## src/hrfp_pkg.sv

```systemverilog
`timescale 1ns / 1ps

package hrfp_pkg;

    // Field and register widths
    localparam int LENGTH_BITS = 16;
    localparam int MP_BITS     = 13;
    localparam int SEQ_BITS    = 16;
    localparam int SUM_W       = ((LENGTH_BITS > MP_BITS) ? LENGTH_BITS : MP_BITS) + 1;

    // Payload limits
    localparam logic [MP_BITS-1:0] MIN_PAYLOAD   = 13'd16;
    localparam logic [MP_BITS-1:0] MP_RESET      = 13'd1400;
    localparam logic [MP_BITS-1:0] FU_HDR_BYTES  = 13'd3;

    // FU indicator byte (type 49 shifted into the NAL header position)
    localparam logic [7:0] FU_TYPE_BYTE  = 8'h62;
    localparam logic [5:0] NAL_TYPE_MASK = 6'h3F;
    localparam logic [7:0] FU_END_BIT    = 8'h40;
    localparam logic [7:0] FU_START_BIT  = 8'h80;

    // NAL header capture progress
    localparam logic [1:0] HDR_NONE  = 2'd0;
    localparam logic [1:0] HDR_TYPE  = 2'd1;
    localparam logic [1:0] HDR_DONE  = 2'd2;

    // Queue between front and back
    localparam int FIFO_DEPTH = 4;
    localparam int FIFO_AW    = $clog2(FIFO_DEPTH);

    // One classified byte, ready to be expanded into output beats
    typedef struct packed {
        logic [7:0]          data;
        logic                hdr;
        logic [7:0]          layer;
        logic [7:0]          fu;
        logic                first;
        logic                last;
        logic [SEQ_BITS-1:0] seq;
        logic                marker;
        logic                start;
    } entry_t;

    typedef struct packed {
        logic [SEQ_BITS-1:0] seq;
    } front_status_t;

    typedef struct packed {
        logic [FIFO_AW:0] count;
        logic             full;
        logic             empty;
    } fifo_status_t;

    typedef struct packed {
        logic [1:0] beat_idx;
    } back_status_t;

endpackage

```

## src/h265_rtp_fu_packetizer.sv

```systemverilog
`timescale 1ns / 1ps

// H.265 RTP payload packetizer with FU fragmentation. NAL bytes enter one per
// beat on in_valid/in_ready; the first beat of a NAL carries its length,
// start code length, frame-start flag and marker request. A NAL that fits in
// max_payload (cfg_we/cfg_wdata, reset 1400, values below 16 act as 16) goes
// out unchanged as one packet; a larger one is cut into FU packets, each
// opened by the FU indicator, the layer byte and the FU header. The block
// takes one input beat per cycle while the queue has room and gives one
// output beat per cycle while out_ready is high; the output side sets the
// sustained rate: each FU packet's first data byte follows its header beats,
// and the two NAL header bytes of a fragmented NAL give no output. A
// four-entry queue between the classifying front and the beat-expanding back
// absorbs these differences and feeds accepted bytes to the output register.
module h265_rtp_fu_packetizer
    import hrfp_pkg::*;
(
    input  logic         clk,
    input  logic         rst_n,
    input  logic         cfg_we,
    input  logic [12:0]  cfg_wdata,
    input  logic         in_valid,
    output logic         in_ready,
    input  logic [7:0]   nal_byte,
    input  logic         first_of_nal,
    input  logic [15:0]  nal_length,
    input  logic [2:0]   start_code_length,
    input  logic         frame_start,
    input  logic         marker_request,
    output logic         out_valid,
    input  logic         out_ready,
    output logic [7:0]   out_byte,
    output logic         packet_first,
    output logic         packet_last,
    output logic [15:0]  sequence_number,
    output logic         marker_bit,
    output logic         start_flag
);

    logic          push, pop;
    entry_t        push_entry, head;
    front_status_t front_stat;
    fifo_status_t  fifo_stat;
    back_status_t  back_stat;

    hrfp_front u_front (
        .clk               (clk),
        .rst_n             (rst_n),
        .cfg_we            (cfg_we),
        .cfg_wdata         (cfg_wdata),
        .in_valid          (in_valid),
        .in_ready          (in_ready),
        .nal_byte          (nal_byte),
        .first_of_nal      (first_of_nal),
        .nal_length        (nal_length),
        .start_code_length (start_code_length),
        .frame_start       (frame_start),
        .marker_request    (marker_request),
        .q_full            (fifo_stat.full),
        .push              (push),
        .push_entry        (push_entry),
        .status            (front_stat)
    );

    hrfp_fifo u_fifo (
        .clk        (clk),
        .rst_n      (rst_n),
        .push       (push),
        .push_entry (push_entry),
        .pop        (pop),
        .head       (head),
        .status     (fifo_stat)
    );

    hrfp_back u_back (
        .clk             (clk),
        .rst_n           (rst_n),
        .head            (head),
        .q_empty         (fifo_stat.empty),
        .pop             (pop),
        .out_valid       (out_valid),
        .out_ready       (out_ready),
        .out_byte        (out_byte),
        .packet_first    (packet_first),
        .packet_last     (packet_last),
        .sequence_number (sequence_number),
        .marker_bit      (marker_bit),
        .start_flag      (start_flag),
        .status          (back_stat)
    );

    // Never push into a full queue
    a_no_overflow: assert property (@(posedge clk) disable iff (!rst_n)
        push |-> !fifo_stat.full)
        else $error("queue overflow");

    // A header run in progress always has its entry still queued
    a_hdr_run_queued: assert property (@(posedge clk) disable iff (!rst_n)
        (back_stat.beat_idx != 2'd0) |-> !fifo_stat.empty)
        else $error("header run without queued entry");

    // The sequence number advances by at most one per cycle
    a_seq_step: assert property (@(posedge clk) disable iff (!rst_n)
        1'b1 |=> (front_stat.seq == $past(front_stat.seq)) ||
                 (front_stat.seq == $past(front_stat.seq) + 16'd1))
        else $error("sequence number jumped");

    // Occupancy stays within the queue depth
    a_count_range: assert property (@(posedge clk) disable iff (!rst_n)
        fifo_stat.count <= (FIFO_AW+1)'(FIFO_DEPTH))
        else $error("queue count out of range");

endmodule

```

## src/hrfp_front.sv

```systemverilog
`timescale 1ns / 1ps

module hrfp_front
    import hrfp_pkg::*;
(
    input  logic                clk,
    input  logic                rst_n,
    input  logic                cfg_we,
    input  logic [MP_BITS-1:0]  cfg_wdata,
    input  logic                in_valid,
    output logic                in_ready,
    input  logic [7:0]          nal_byte,
    input  logic                first_of_nal,
    input  logic [15:0]         nal_length,
    input  logic [2:0]          start_code_length,
    input  logic                frame_start,
    input  logic                marker_request,
    input  logic                q_full,
    output logic                push,
    output entry_t              push_entry,
    output front_status_t       status
);

    logic [MP_BITS-1:0]     mp_reg;
    logic [SEQ_BITS-1:0]    seq_reg, seq_next;
    logic                   frag_reg, frag_next;
    logic [LENGTH_BITS-1:0] rem_reg, rem_next;
    logic [MP_BITS-1:0]     bip_reg, bip_next;
    logic [1:0]             hidx_reg, hidx_next;
    logic [7:0]             layer_reg, layer_next;
    logic [5:0]             type_reg, type_next;
    logic                   ffp_reg, ffp_next;
    logic                   marker_reg, marker_next;
    logic                   fs_reg, fs_next;

    logic [LENGTH_BITS-1:0] len_in, rem_eff, rem_dec;
    logic [MP_BITS-1:0]     mp, cap, bip_eff;
    logic [MP_BITS:0]       bip_inc;
    logic [1:0]             hidx_eff;
    logic                   frag_eff, ffp_eff, marker_eff, fs_eff;
    logic                   oversize, final_pkt, last, emit, accept;
    logic [7:0]             fu;

    assign in_ready   = !q_full;
    assign accept     = in_valid && in_ready;
    assign status.seq = seq_reg;

    // Classify the byte and work out the next state
    always_comb
    begin
        len_in   = LENGTH_BITS'(nal_length);
        mp       = (mp_reg < MIN_PAYLOAD) ? MIN_PAYLOAD : mp_reg;
        cap      = mp - FU_HDR_BYTES;
        oversize = (SUM_W'(len_in) + SUM_W'(start_code_length)) > SUM_W'(mp);

        rem_eff    = first_of_nal ? len_in            : rem_reg;
        bip_eff    = first_of_nal ? '0                : bip_reg;
        hidx_eff   = first_of_nal ? HDR_NONE          : hidx_reg;
        marker_eff = first_of_nal ? marker_request    : marker_reg;
        fs_eff     = first_of_nal ? frame_start       : fs_reg;
        frag_eff   = first_of_nal ? oversize          : frag_reg;
        ffp_eff    = first_of_nal ? oversize          : ffp_reg;

        rem_dec   = rem_eff - 1'b1;
        bip_inc   = {1'b0, bip_eff} + 1'b1;
        final_pkt = (SUM_W'(rem_eff) + SUM_W'(bip_eff)) <= SUM_W'(cap);

        seq_next    = seq_reg;
        frag_next   = frag_eff;
        rem_next    = rem_eff;
        bip_next    = bip_eff;
        hidx_next   = hidx_eff;
        layer_next  = layer_reg;
        type_next   = type_reg;
        ffp_next    = ffp_eff;
        marker_next = marker_eff;
        fs_next     = fs_eff;

        emit       = 1'b0;
        last       = 1'b0;
        fu         = '0;
        push_entry = '0;
        push_entry.data   = nal_byte;
        push_entry.layer  = layer_reg;
        push_entry.seq    = seq_reg;

        if (rem_eff != '0)
        begin
            if (!frag_eff)
            begin
                // Single packet: pass the byte through
                last              = (rem_eff == LENGTH_BITS'(1));
                emit              = 1'b1;
                push_entry.first  = (bip_eff == '0);
                push_entry.last   = last;
                push_entry.marker = marker_eff;
                push_entry.start  = fs_eff;
                rem_next          = rem_dec;
                bip_next          = last ? '0 : bip_inc[MP_BITS-1:0];
                if (last)
                begin
                    seq_next = seq_reg + 1'b1;
                end
            end
            else if (hidx_eff == HDR_NONE)
            begin
                // Capture the NAL type
                type_next = nal_byte[6:1] & NAL_TYPE_MASK;
                hidx_next = HDR_TYPE;
                rem_next  = rem_dec;
            end
            else if (hidx_eff == HDR_TYPE)
            begin
                // Capture the layer byte
                layer_next = nal_byte;
                hidx_next  = HDR_DONE;
                rem_next   = rem_dec;
            end
            else
            begin
                // Fragment data byte, with the FU header ahead of the first
                fu = {2'b00, type_reg & NAL_TYPE_MASK};
                if (final_pkt)
                begin
                    fu = fu | FU_END_BIT;
                end
                else if (ffp_eff)
                begin
                    fu = fu | FU_START_BIT;
                end
                if (bip_eff == '0)
                begin
                    ffp_next = 1'b0;
                end
                last              = (bip_inc >= {1'b0, cap}) || (rem_dec == '0);
                emit              = 1'b1;
                push_entry.hdr    = (bip_eff == '0);
                push_entry.fu     = fu;
                push_entry.last   = last;
                push_entry.marker = final_pkt && marker_eff;
                rem_next          = rem_dec;
                bip_next          = last ? '0 : bip_inc[MP_BITS-1:0];
                if (last)
                begin
                    seq_next = seq_reg + 1'b1;
                end
            end
        end
    end

    assign push = accept && emit;

    // Hold configuration and per-NAL state
    always_ff @(posedge clk or negedge rst_n)
    begin
        if (!rst_n)
        begin
            mp_reg     <= MP_RESET;
            seq_reg    <= '0;
            frag_reg   <= 1'b0;
            rem_reg    <= '0;
            bip_reg    <= '0;
            hidx_reg   <= HDR_NONE;
            layer_reg  <= '0;
            type_reg   <= '0;
            ffp_reg    <= 1'b0;
            marker_reg <= 1'b0;
            fs_reg     <= 1'b0;
        end
        else
        begin
            if (cfg_we)
            begin
                mp_reg <= cfg_wdata;
            end
            if (accept)
            begin
                seq_reg    <= seq_next;
                frag_reg   <= frag_next;
                rem_reg    <= rem_next;
                bip_reg    <= bip_next;
                hidx_reg   <= hidx_next;
                layer_reg  <= layer_next;
                type_reg   <= type_next;
                ffp_reg    <= ffp_next;
                marker_reg <= marker_next;
                fs_reg     <= fs_next;
            end
        end
    end

endmodule

```

## src/hrfp_fifo.sv

```systemverilog
`timescale 1ns / 1ps

module hrfp_fifo
    import hrfp_pkg::*;
(
    input  logic         clk,
    input  logic         rst_n,
    input  logic         push,
    input  entry_t       push_entry,
    input  logic         pop,
    output entry_t       head,
    output fifo_status_t status
);

    entry_t             mem [FIFO_DEPTH];
    logic [FIFO_AW-1:0] wr_ptr_reg, rd_ptr_reg;
    logic [FIFO_AW:0]   count_reg;
    logic               do_push, do_pop;

    assign status.count = count_reg;
    assign status.full  = (count_reg == (FIFO_AW+1)'(FIFO_DEPTH));
    assign status.empty = (count_reg == '0);
    assign do_push      = push && !status.full;
    assign do_pop       = pop && !status.empty;
    assign head         = mem[rd_ptr_reg];

    // Store entries
    always_ff @(posedge clk)
    begin
        if (do_push)
        begin
            mem[wr_ptr_reg] <= push_entry;
        end
    end

    // Advance pointers and occupancy
    always_ff @(posedge clk or negedge rst_n)
    begin
        if (!rst_n)
        begin
            wr_ptr_reg <= '0;
            rd_ptr_reg <= '0;
            count_reg  <= '0;
        end
        else
        begin
            if (do_push)
            begin
                wr_ptr_reg <= wr_ptr_reg + 1'b1;
            end
            if (do_pop)
            begin
                rd_ptr_reg <= rd_ptr_reg + 1'b1;
            end
            if (do_push && !do_pop)
            begin
                count_reg <= count_reg + 1'b1;
            end
            else if (do_pop && !do_push)
            begin
                count_reg <= count_reg - 1'b1;
            end
        end
    end

endmodule

```

## src/hrfp_back.sv

```systemverilog
`timescale 1ns / 1ps

module hrfp_back
    import hrfp_pkg::*;
(
    input  logic                clk,
    input  logic                rst_n,
    input  entry_t              head,
    input  logic                q_empty,
    output logic                pop,
    output logic                out_valid,
    input  logic                out_ready,
    output logic [7:0]          out_byte,
    output logic                packet_first,
    output logic                packet_last,
    output logic [15:0]         sequence_number,
    output logic                marker_bit,
    output logic                start_flag,
    output back_status_t        status
);

    localparam logic [1:0] BEAT_IND   = 2'd0;
    localparam logic [1:0] BEAT_LAYER = 2'd1;
    localparam logic [1:0] BEAT_FU    = 2'd2;
    localparam logic [1:0] BEAT_DATA  = 2'd3;

    logic [1:0]  idx_reg;
    logic        valid_reg;
    logic [7:0]  byte_reg;
    logic        first_reg, last_reg, marker_reg, start_reg;
    logic [15:0] seq_reg;

    logic [7:0]  beat_byte;
    logic        beat_first, beat_last, beat_final, load;

    assign status.beat_idx = idx_reg;
    assign load            = !q_empty && (!valid_reg || out_ready);
    assign pop             = load && beat_final;

    // Pick the beat of the head entry
    always_comb
    begin
        beat_byte  = head.data;
        beat_first = head.first;
        beat_last  = head.last;
        beat_final = 1'b1;
        if (head.hdr)
        begin
            case (idx_reg)
                BEAT_IND:
                begin
                    beat_byte  = FU_TYPE_BYTE;
                    beat_first = 1'b1;
                    beat_last  = 1'b0;
                    beat_final = 1'b0;
                end
                BEAT_LAYER:
                begin
                    beat_byte  = head.layer;
                    beat_first = 1'b0;
                    beat_last  = 1'b0;
                    beat_final = 1'b0;
                end
                BEAT_FU:
                begin
                    beat_byte  = head.fu;
                    beat_first = 1'b0;
                    beat_last  = 1'b0;
                    beat_final = 1'b0;
                end
                BEAT_DATA:
                begin
                    beat_byte  = head.data;
                    beat_first = 1'b0;
                    beat_last  = head.last;
                    beat_final = 1'b1;
                end
                default:
                begin
                    beat_byte  = head.data;
                    beat_first = 1'b0;
                    beat_last  = head.last;
                    beat_final = 1'b1;
                end
            endcase
        end
    end

    // Hold the output beat until taken
    always_ff @(posedge clk or negedge rst_n)
    begin
        if (!rst_n)
        begin
            valid_reg <= 1'b0;
            idx_reg   <= BEAT_IND;
        end
        else
        begin
            if (load)
            begin
                valid_reg <= 1'b1;
                idx_reg   <= beat_final ? BEAT_IND : idx_reg + 1'b1;
            end
            else if (out_ready)
            begin
                valid_reg <= 1'b0;
            end
        end
    end

    always_ff @(posedge clk)
    begin
        if (load)
        begin
            byte_reg   <= beat_byte;
            first_reg  <= beat_first;
            last_reg   <= beat_last;
            seq_reg    <= head.seq;
            marker_reg <= head.marker;
            start_reg  <= head.start;
        end
    end

    assign out_valid       = valid_reg;
    assign out_byte        = byte_reg;
    assign packet_first    = first_reg;
    assign packet_last     = last_reg;
    assign sequence_number = seq_reg;
    assign marker_bit      = marker_reg;
    assign start_flag      = start_reg;

endmodule
```

## config.mk

```make
export PLATFORM = sky130hd
export DESIGN_NAME = h265_rtp_fu_packetizer
export DESIGN_NICKNAME = d
export VERILOG_FILES = /design/src/hrfp_pkg.sv /design/src/h265_rtp_fu_packetizer.sv /design/src/hrfp_front.sv /design/src/hrfp_fifo.sv /design/src/hrfp_back.sv
export SDC_FILE = /design/constraint.sdc
export NUM_CORES = 1
export LEC_CHECK = 0
export ABC_AREA = 0
export ABC_CLOCK_PERIOD_IN_PS = 7100
export BUFFER_PORTS_ARGS = -buffer_cell sky130_fd_sc_hd__buf_2
export CAP_MARGIN = 20
export CELL_PAD_IN_SITES_DETAIL_PLACEMENT = 0
export CELL_PAD_IN_SITES_GLOBAL_PLACEMENT = 1
export CORE_UTILIZATION = 40
export DETAILED_ROUTE_END_ITERATION = 10
export PLACE_DENSITY = 0.73
export SYNTH_ARGS = -nofsm -noshare
export SYNTH_HDL_FRONTEND = slang
export SYNTH_SLANG_ARGS = --single-unit
```

## constraint.sdc

```tcl
create_clock -name clk -period 7.1 [get_ports clk]
set_input_delay 1.065 -clock clk [delete_from_list [all_inputs] [get_ports clk]]
set_output_delay 1.065 -clock clk [all_outputs]
set_load 0.005 [all_outputs]
```

Yosys cells after proc, flatten, opt, wreduce, memory -nomap -nowiden
Memories as Yosys holds them, arrays and structs flattened.
Index checks and enable logic that the tools add are counted.
{"block": "totals", "rom_bits": 0, "regBits": 116, "inputBits": 48, "latchBits": 0, "out_inout_bits": 30, "n_memories": 1, "ramBits": 180, "wordCells": 145}
{"block": "op_classes", "n_bitwise": 1, "div": 0, "shifts": 0, "magnitude_cmp": 4, "multipliers": 0, "eq_ne": 9, "add_sub_neg": 11, "reduce_logical": 30, "n_mux": 67}
{"memory": "u_fifo.mem", "depth": 4, "word_bits": 45, "rd": 1, "rd_ports_with_merged_regs": 0, "wr": 1, "line_no": "hrfp_fifo.sv:15", "rtl": "entry_t mem [FIFO_DEPTH];"}
{"op": "$mux W16", "count": 7}
{"op": "$mux W13", "count": 8}
{"op": "$mux W8", "count": 6}
{"op": "$mux W1", "count": 32}
{"op": "$pmux W8 S4", "count": 1}
{"op": "$add A16 B13 Y17", "count": 1}
{"op": "$add A16 B3 Y17", "count": 1}
{"op": "$gt A17 B13 Y1", "count": 1}
{"op": "$le A17 B13 Y1", "count": 1}
{"op": "$add A16 B1 Y16 const B", "count": 1}
{"op": "$eq A16 B1 Y1 const B", "count": 1}
{"op": "$logic_not A16 Y1", "count": 1}
{"op": "$reduce_bool A16 Y1", "count": 1}
{"op": "$sub A16 B1 Y16 const B", "count": 1}
{"op": "$add A13 B1 Y14 const B", "count": 1}
{"op": "$ge A14 B13 Y1", "count": 1}
{"op": "$mux W2", "count": 7}
{"op": "$logic_not A13 Y1", "count": 1}
{"op": "$lt A13 B5 Y1 const B", "count": 1}
{"op": "$sub A13 B2 Y13 const B", "count": 1}
{"op": "$mux W10", "count": 1}
{"op": "$logic_and A1 B1 Y1", "count": 9}
{"op": "$add A2 B1 Y2 const B", "count": 3}
{"op": "$mux W3", "count": 2}
{"op": "other kinds (17)", "count": 32}

Longest topological paths before layout
{"block": "depth", "depth_word": 12, "ltp_mapped": 25, "depth_no_buf": 22}

Modules after synthesis
Synthesis repeated with hierarchy kept, for this count alone.
{"block": "hier_totals", "cells_unflattened": 1086, "hier_area_um2": 14839.2}
{"mod": "hrfp_fifo", "area_each_um2": 6939.2, "cells_each": 271, "instances": 1, "seq_area_each_um2": 5580.4}
{"mod": "hrfp_front", "area_each_um2": 6651.4, "cells_each": 743, "instances": 1, "seq_area_each_um2": 1959.4}
{"mod": "hrfp_back", "area_each_um2": 1248.7, "cells_each": 72, "instances": 1, "seq_area_each_um2": 915.9}

Least setup slack after synthesis
No wires, ideal clock.
{"block": "synth_path", "path_type": "in2reg", "startpoint": "in first_of_nal", "endpoint": "mem u_fifo.mem[0][1] (netlist name) (data pin)", "setup_ps": 217, "arrival_time_ps": 5994, "path_stages": 24, "n_path_buf": 4, "slack_ps": 889, "path_cell_list": "buf_2 buf_2 buf_1 clkbuf_1 mux2i_1 inv_1 ha_1 fa_1 a21o_1 a21oi_1 o21bai_1 and2_1 o21ai_0 nand2b_1 a21oi_1 xnor2_1 ha_1 and4_1 a211oi_1 nand2_1 o21ai_0 a2111oi_0 or4_1 a211oi_1"}
{"element": "start, declared", "line_no": "h265_rtp_fu_packetizer.sv:25", "rtl": "input logic first_of_nal,"}
{"element": "end, declared", "line_no": "hrfp_fifo.sv:15"}

Worst setup path after layout
{"block": "layout_path", "startpoint": "reg u_front.mp_reg[7]", "endpoint": "reg u_front.seq_reg[1], in the netlist u_front.status[1]"}
{"block": "layout_via", "elab_chain_cells": 7}
{"element": "start, declared", "line_no": "hrfp_front.sv:24", "rtl": "logic [MP_BITS-1:0] mp_reg;"}
{"element": "start signal, assigned", "line_no": "hrfp_front.sv:174", "rtl": "mp_reg <= cfg_wdata;"}
{"element": "$lt A13 B5 Y1", "line_no": "hrfp_front.sv:52", "rtl": "mp = (mp_reg < MIN_PAYLOAD) ? MIN_PAYLOAD : mp_reg;"}
{"element": "$mux W13 (*)", "line_no": "hrfp_front.sv:52"}
{"element": "$sub A13 B2 Y13", "line_no": "hrfp_front.sv:53", "rtl": "cap = mp - FU_HDR_BYTES;"}
{"element": "$ge A14 B13 Y1", "line_no": "hrfp_front.sv:135", "rtl": "last = (bip_inc >= {1'b0, cap}) || (rem_dec == '0);"}
{"element": "$logic_or A1 B1 Y1", "line_no": "hrfp_front.sv:135"}
{"element": "$ne A2 B2 Y1 (no line)"}
{"element": "$reduce_and A6 Y1 (no line)"}
{"element": "end signal, assigned", "line_no": "hrfp_front.sv:178", "rtl": "seq_reg <= seq_next;"}
{"element": "end, declared", "line_no": "hrfp_front.sv:25", "rtl": "logic [SEQ_BITS-1:0] seq_reg, seq_next;"}
Mark *: on every way between the ends. The rest lies on a longest branch, timed or not.
A chain may end at the register's enable or synchronous reset.

==> flow_metrics.env <==
export IMPL_async_reset_ff_frac=0.297
export IMPL_syn_inst=1094
export IMPL_syn_cell_area_um2=14700
export IMPL_die_h_um=193
export IMPL_io_pins=78
export IMPL_worst_pin_slew_ps=972
export IMPL_core_area_um2=35800
export IMPL_maxCapViolations=0
export IMPL_synthAdderAreaFrac=0.0639
export IMPL_yosys_area_share_xor_xnor=0.0389
export IMPL_finalCritPeriodShare=0.827
export IMPL_dr_pass1_iters=8
export IMPL_rsz0062_at_grt="false"
export IMPL_synth_simple_area_share=0.106
export IMPL_diodes=0
export IMPL_crit_arrival_ps=6280
export IMPL_worstSetupPathType="reg -> reg"
export IMPL_ys_ff_latch=296
export IMPL_synth_top_family_by_area="simple AND/OR/NAND/NOR gates"
export IMPL_portBuffers=77
export IMPL_cell_internal_pwr_mw=4.08
export IMPL_cts_hold_buf=0
export IMPL_final_cells=1671
export IMPL_yosysWarnings=0
export IMPL_antenna_found_initial=0
export IMPL_ys_seq_area_frac=0.577
export IMPL_drive_above_1_share=0.211
export IMPL_setup_tns_ps=0
export IMPL_clk_root_buffer_cell="clkbuf_16"
export IMPL_muxShareOfSynthArea=0.104
export IMPL_cp_required_ps=7510
export IMPL_wire_per_inst_um=19.9
export IMPL_area_growth_pct=14.7
export IMPL_largest_reg_flops=180
export IMPL_start_util=0.409
export IMPL_p_sw_mw=1.87
export IMPL_worstPathMaxFanout=15
export IMPL_cts_buffer_depth=3
export IMPL_post_place_cells=1609
export IMPL_peakVddDrop_mv=0.177
export IMPL_tritoncts="built"
export IMPL_whs_ps=490
export IMPL_vias=9171
export IMPL_place_area_um2=15600
export IMPL_cts_setup_buffers=0
export IMPL_gp_congestion=0.854
export IMPL_drtIter0Drc=527
export IMPL_final_cell_area_um2=16800
export IMPL_top_register="u_fifo.mem"
export IMPL_grt_ovfl_total=0
export IMPL_clkTransAtPathRegs_ps=60
export IMPL_ant_nets=0
export IMPL_synth_distinct_cells=73
export IMPL_fillCellCount=3139
export IMPL_cp_start_kind="register"
export IMPL_first_global_vias=9278
export IMPL_status="finished, violations left"
export IMPL_ff_latch_area_um2=8460
export IMPL_clock_sinks=296
export IMPL_grt_start_max_net_pins=56
export IMPL_seqPwrFrac=0.408
export IMPL_p_leak_nw=6.48
export IMPL_dpl_hpwl_um=22600
export IMPL_drc=8
export IMPL_rows=69
export IMPL_clkPwrFrac=0.302
export IMPL_viasPerCell=5.49
export IMPL_grt_pass1_wl_um=52800
export IMPL_p_comb_frac=0.290
export IMPL_setup_viol=0
export IMPL_cts_made_buffers=34
export IMPL_drv_slew=0
export IMPL_layout_commonest_cell="edfxtp_1"
export IMPL_fin_skew_ps=25.6
export IMPL_track_usage=0.181
export IMPL_cts_resized_gates=0
export IMPL_failed_checks="design-rule violations"
export IMPL_switching_share=0.314
export IMPL_synth_flop_cell="edfxtp_1"
export IMPL_htreeDepth=2
export IMPL_hold_viol_final=0
export IMPL_die_area_um2=37400
export IMPL_fmaxAchievable_mhz=170
export IMPL_setup_worst_path_end_class="register"
export IMPL_clkLatencyLatePin_ps=540
export IMPL_synth_avg_cell_area_um2=13.4
export IMPL_power_density_nw_per_um2=354
export IMPL_relSlewSlack=0.352
export IMPL_die_x_um=193
export IMPL_routed_wl_um=33200
export IMPL_timing_final_crit_period_ps=5870
export IMPL_fin_nets=1305
export IMPL_synth_compound_area_frac=0.0869
export IMPL_synth_fp_nets=1215
export IMPL_multi_input_area_um2=5860
export IMPL_synth_edf_count=208
export IMPL_worstHoldPathType="reg -> reg"
export IMPL_final_cell_mix="208 x edfxtp_1, 80 x dfrtp_1, 76 x buf_2, 74 x nand2_1, 70 x ha_1"
==> metrics by stage <==
step	util	setup slack, ps	total power, mW
floorplan	-	889	3.64
global placement	0.436	961	4.17
detailed placement	0.436	855	4.20
CTS	0.469	1240	6.02
global route	0.469	823	6.29
finish	0.469	1230	5.95
==> layer usage <==
layer,vias to the layer above,track usage,routed length (µm)
met5,-,0,0
met4,0,0.0601,813
met3,55,0.0314,1540
met2,219,0.303,16200
met1,4553,0.238,14600
li1,4344,-,-
==> logic make-up (layout without fill, tap and decap cells) <==
| logic type | count (synthesis) | in the layout |
|---|---|---|
| compound gates | 191 | 191 |
| fa+ha+maj | 73 | 73 |
| mux | 91 | 91 |
| simple gates | 289 | 289 |
| buf+inv | 89 | 205 |
| flops | 296 | 296 |
| xor+xnor | 65 | 65 |
==> synthesized netlist by cell type (all sizes together), types with 4 or more instances <==
library cell  count  share of area
edfxtp          208           0.43
dfrtp            82           0.14
nand2            74          0.019
ha               70          0.060
inv              50          0.013
a21oi            46          0.016
o21ai            46          0.016
mux4             45          0.069
nor2             42          0.011
xnor2            42          0.025
mux2             34          0.026
nor3             30          0.011
clkbuf           23         0.0059
xor2             23          0.014
and2             22         0.0094
nand3            20         0.0068
nor2b            16         0.0068
buf              15         0.0052
mux2i            12         0.0082
a21o             11         0.0056
o31ai            11         0.0056
or2              11         0.0047
a32o             10         0.0068
nand4            10         0.0043
nor4             10         0.0043
and3              9         0.0038
a211oi            8         0.0044
a22o              8         0.0048
or3               8         0.0034
and4              7         0.0042
o21a              7         0.0036
a22oi             6         0.0031
dfstp             6          0.011
nor3b             6         0.0031
o22ai             6         0.0026
nand2b            5         0.0021
or4               5         0.0028
a31oi             4         0.0017
and4b             4         0.0027
o21bai            4         0.0020
==> final cells by class <==
type                            instances  area share
Clock inverter                         20      0.0153
Sequential cell                       296       0.503
Multi-Input combinational cell        709       0.349
Tap cell                              461      0.0343
Timing Repair Buffer                   92      0.0328
Clock buffer                           42      0.0542
Inverter                               51      0.0114
==> critical path, cell delays in order (launching register included) <==
cell and delay (ps):
dfrtp_1 390, or3_1 400, or4_1 470, nor3_1 360, nand2b_1 210, nand2_1 170
inv_1 100, ha_1 270, nor3_1 170, mux2_2 350, a21oi_1 270, ha_1 300
a21o_1 180, a221oi_1 270, o221ai_1 160, a31oi_1 430, nand2_1 160, a21oi_2 680
mux2_2 410
==> final timing paths <==
kind                                     start                   end  cells past startpoint  slack, ps
setup / recovery             u_front.mp_reg[7]     u_front.status[1]                     18       1230
setup reg to reg             u_front.mp_reg[7]     u_front.status[1]                     18       1230
max in group asynchronous                rst_n     u_front.mp_reg[2]                      2       5410
min in group asynchronous                rst_n  u_front.layer_reg[1]                      1        510
hold / removal             u_front.hidx_reg[1]   u_front.hidx_reg[1]                      2        490
hold reg to reg            u_front.hidx_reg[1]   u_front.hidx_reg[1]                      2        490
==> power by group through the flow <==
stage / logic, mW / clock network, mW / registers, mW
2_1_floorplan: 1.23 / 0 / 2.41
3_3_place_gp: 1.72 / 0 / 2.45
3_5_place_dp: 1.75 / 0 / 2.45
4_1_cts: 1.75 / 1.84 / 2.43
5_1_grt: 1.92 / 1.91 / 2.46
6_report: 1.72 / 1.79 / 2.43
No activity file was read; power rests on OpenSTA's default activity.
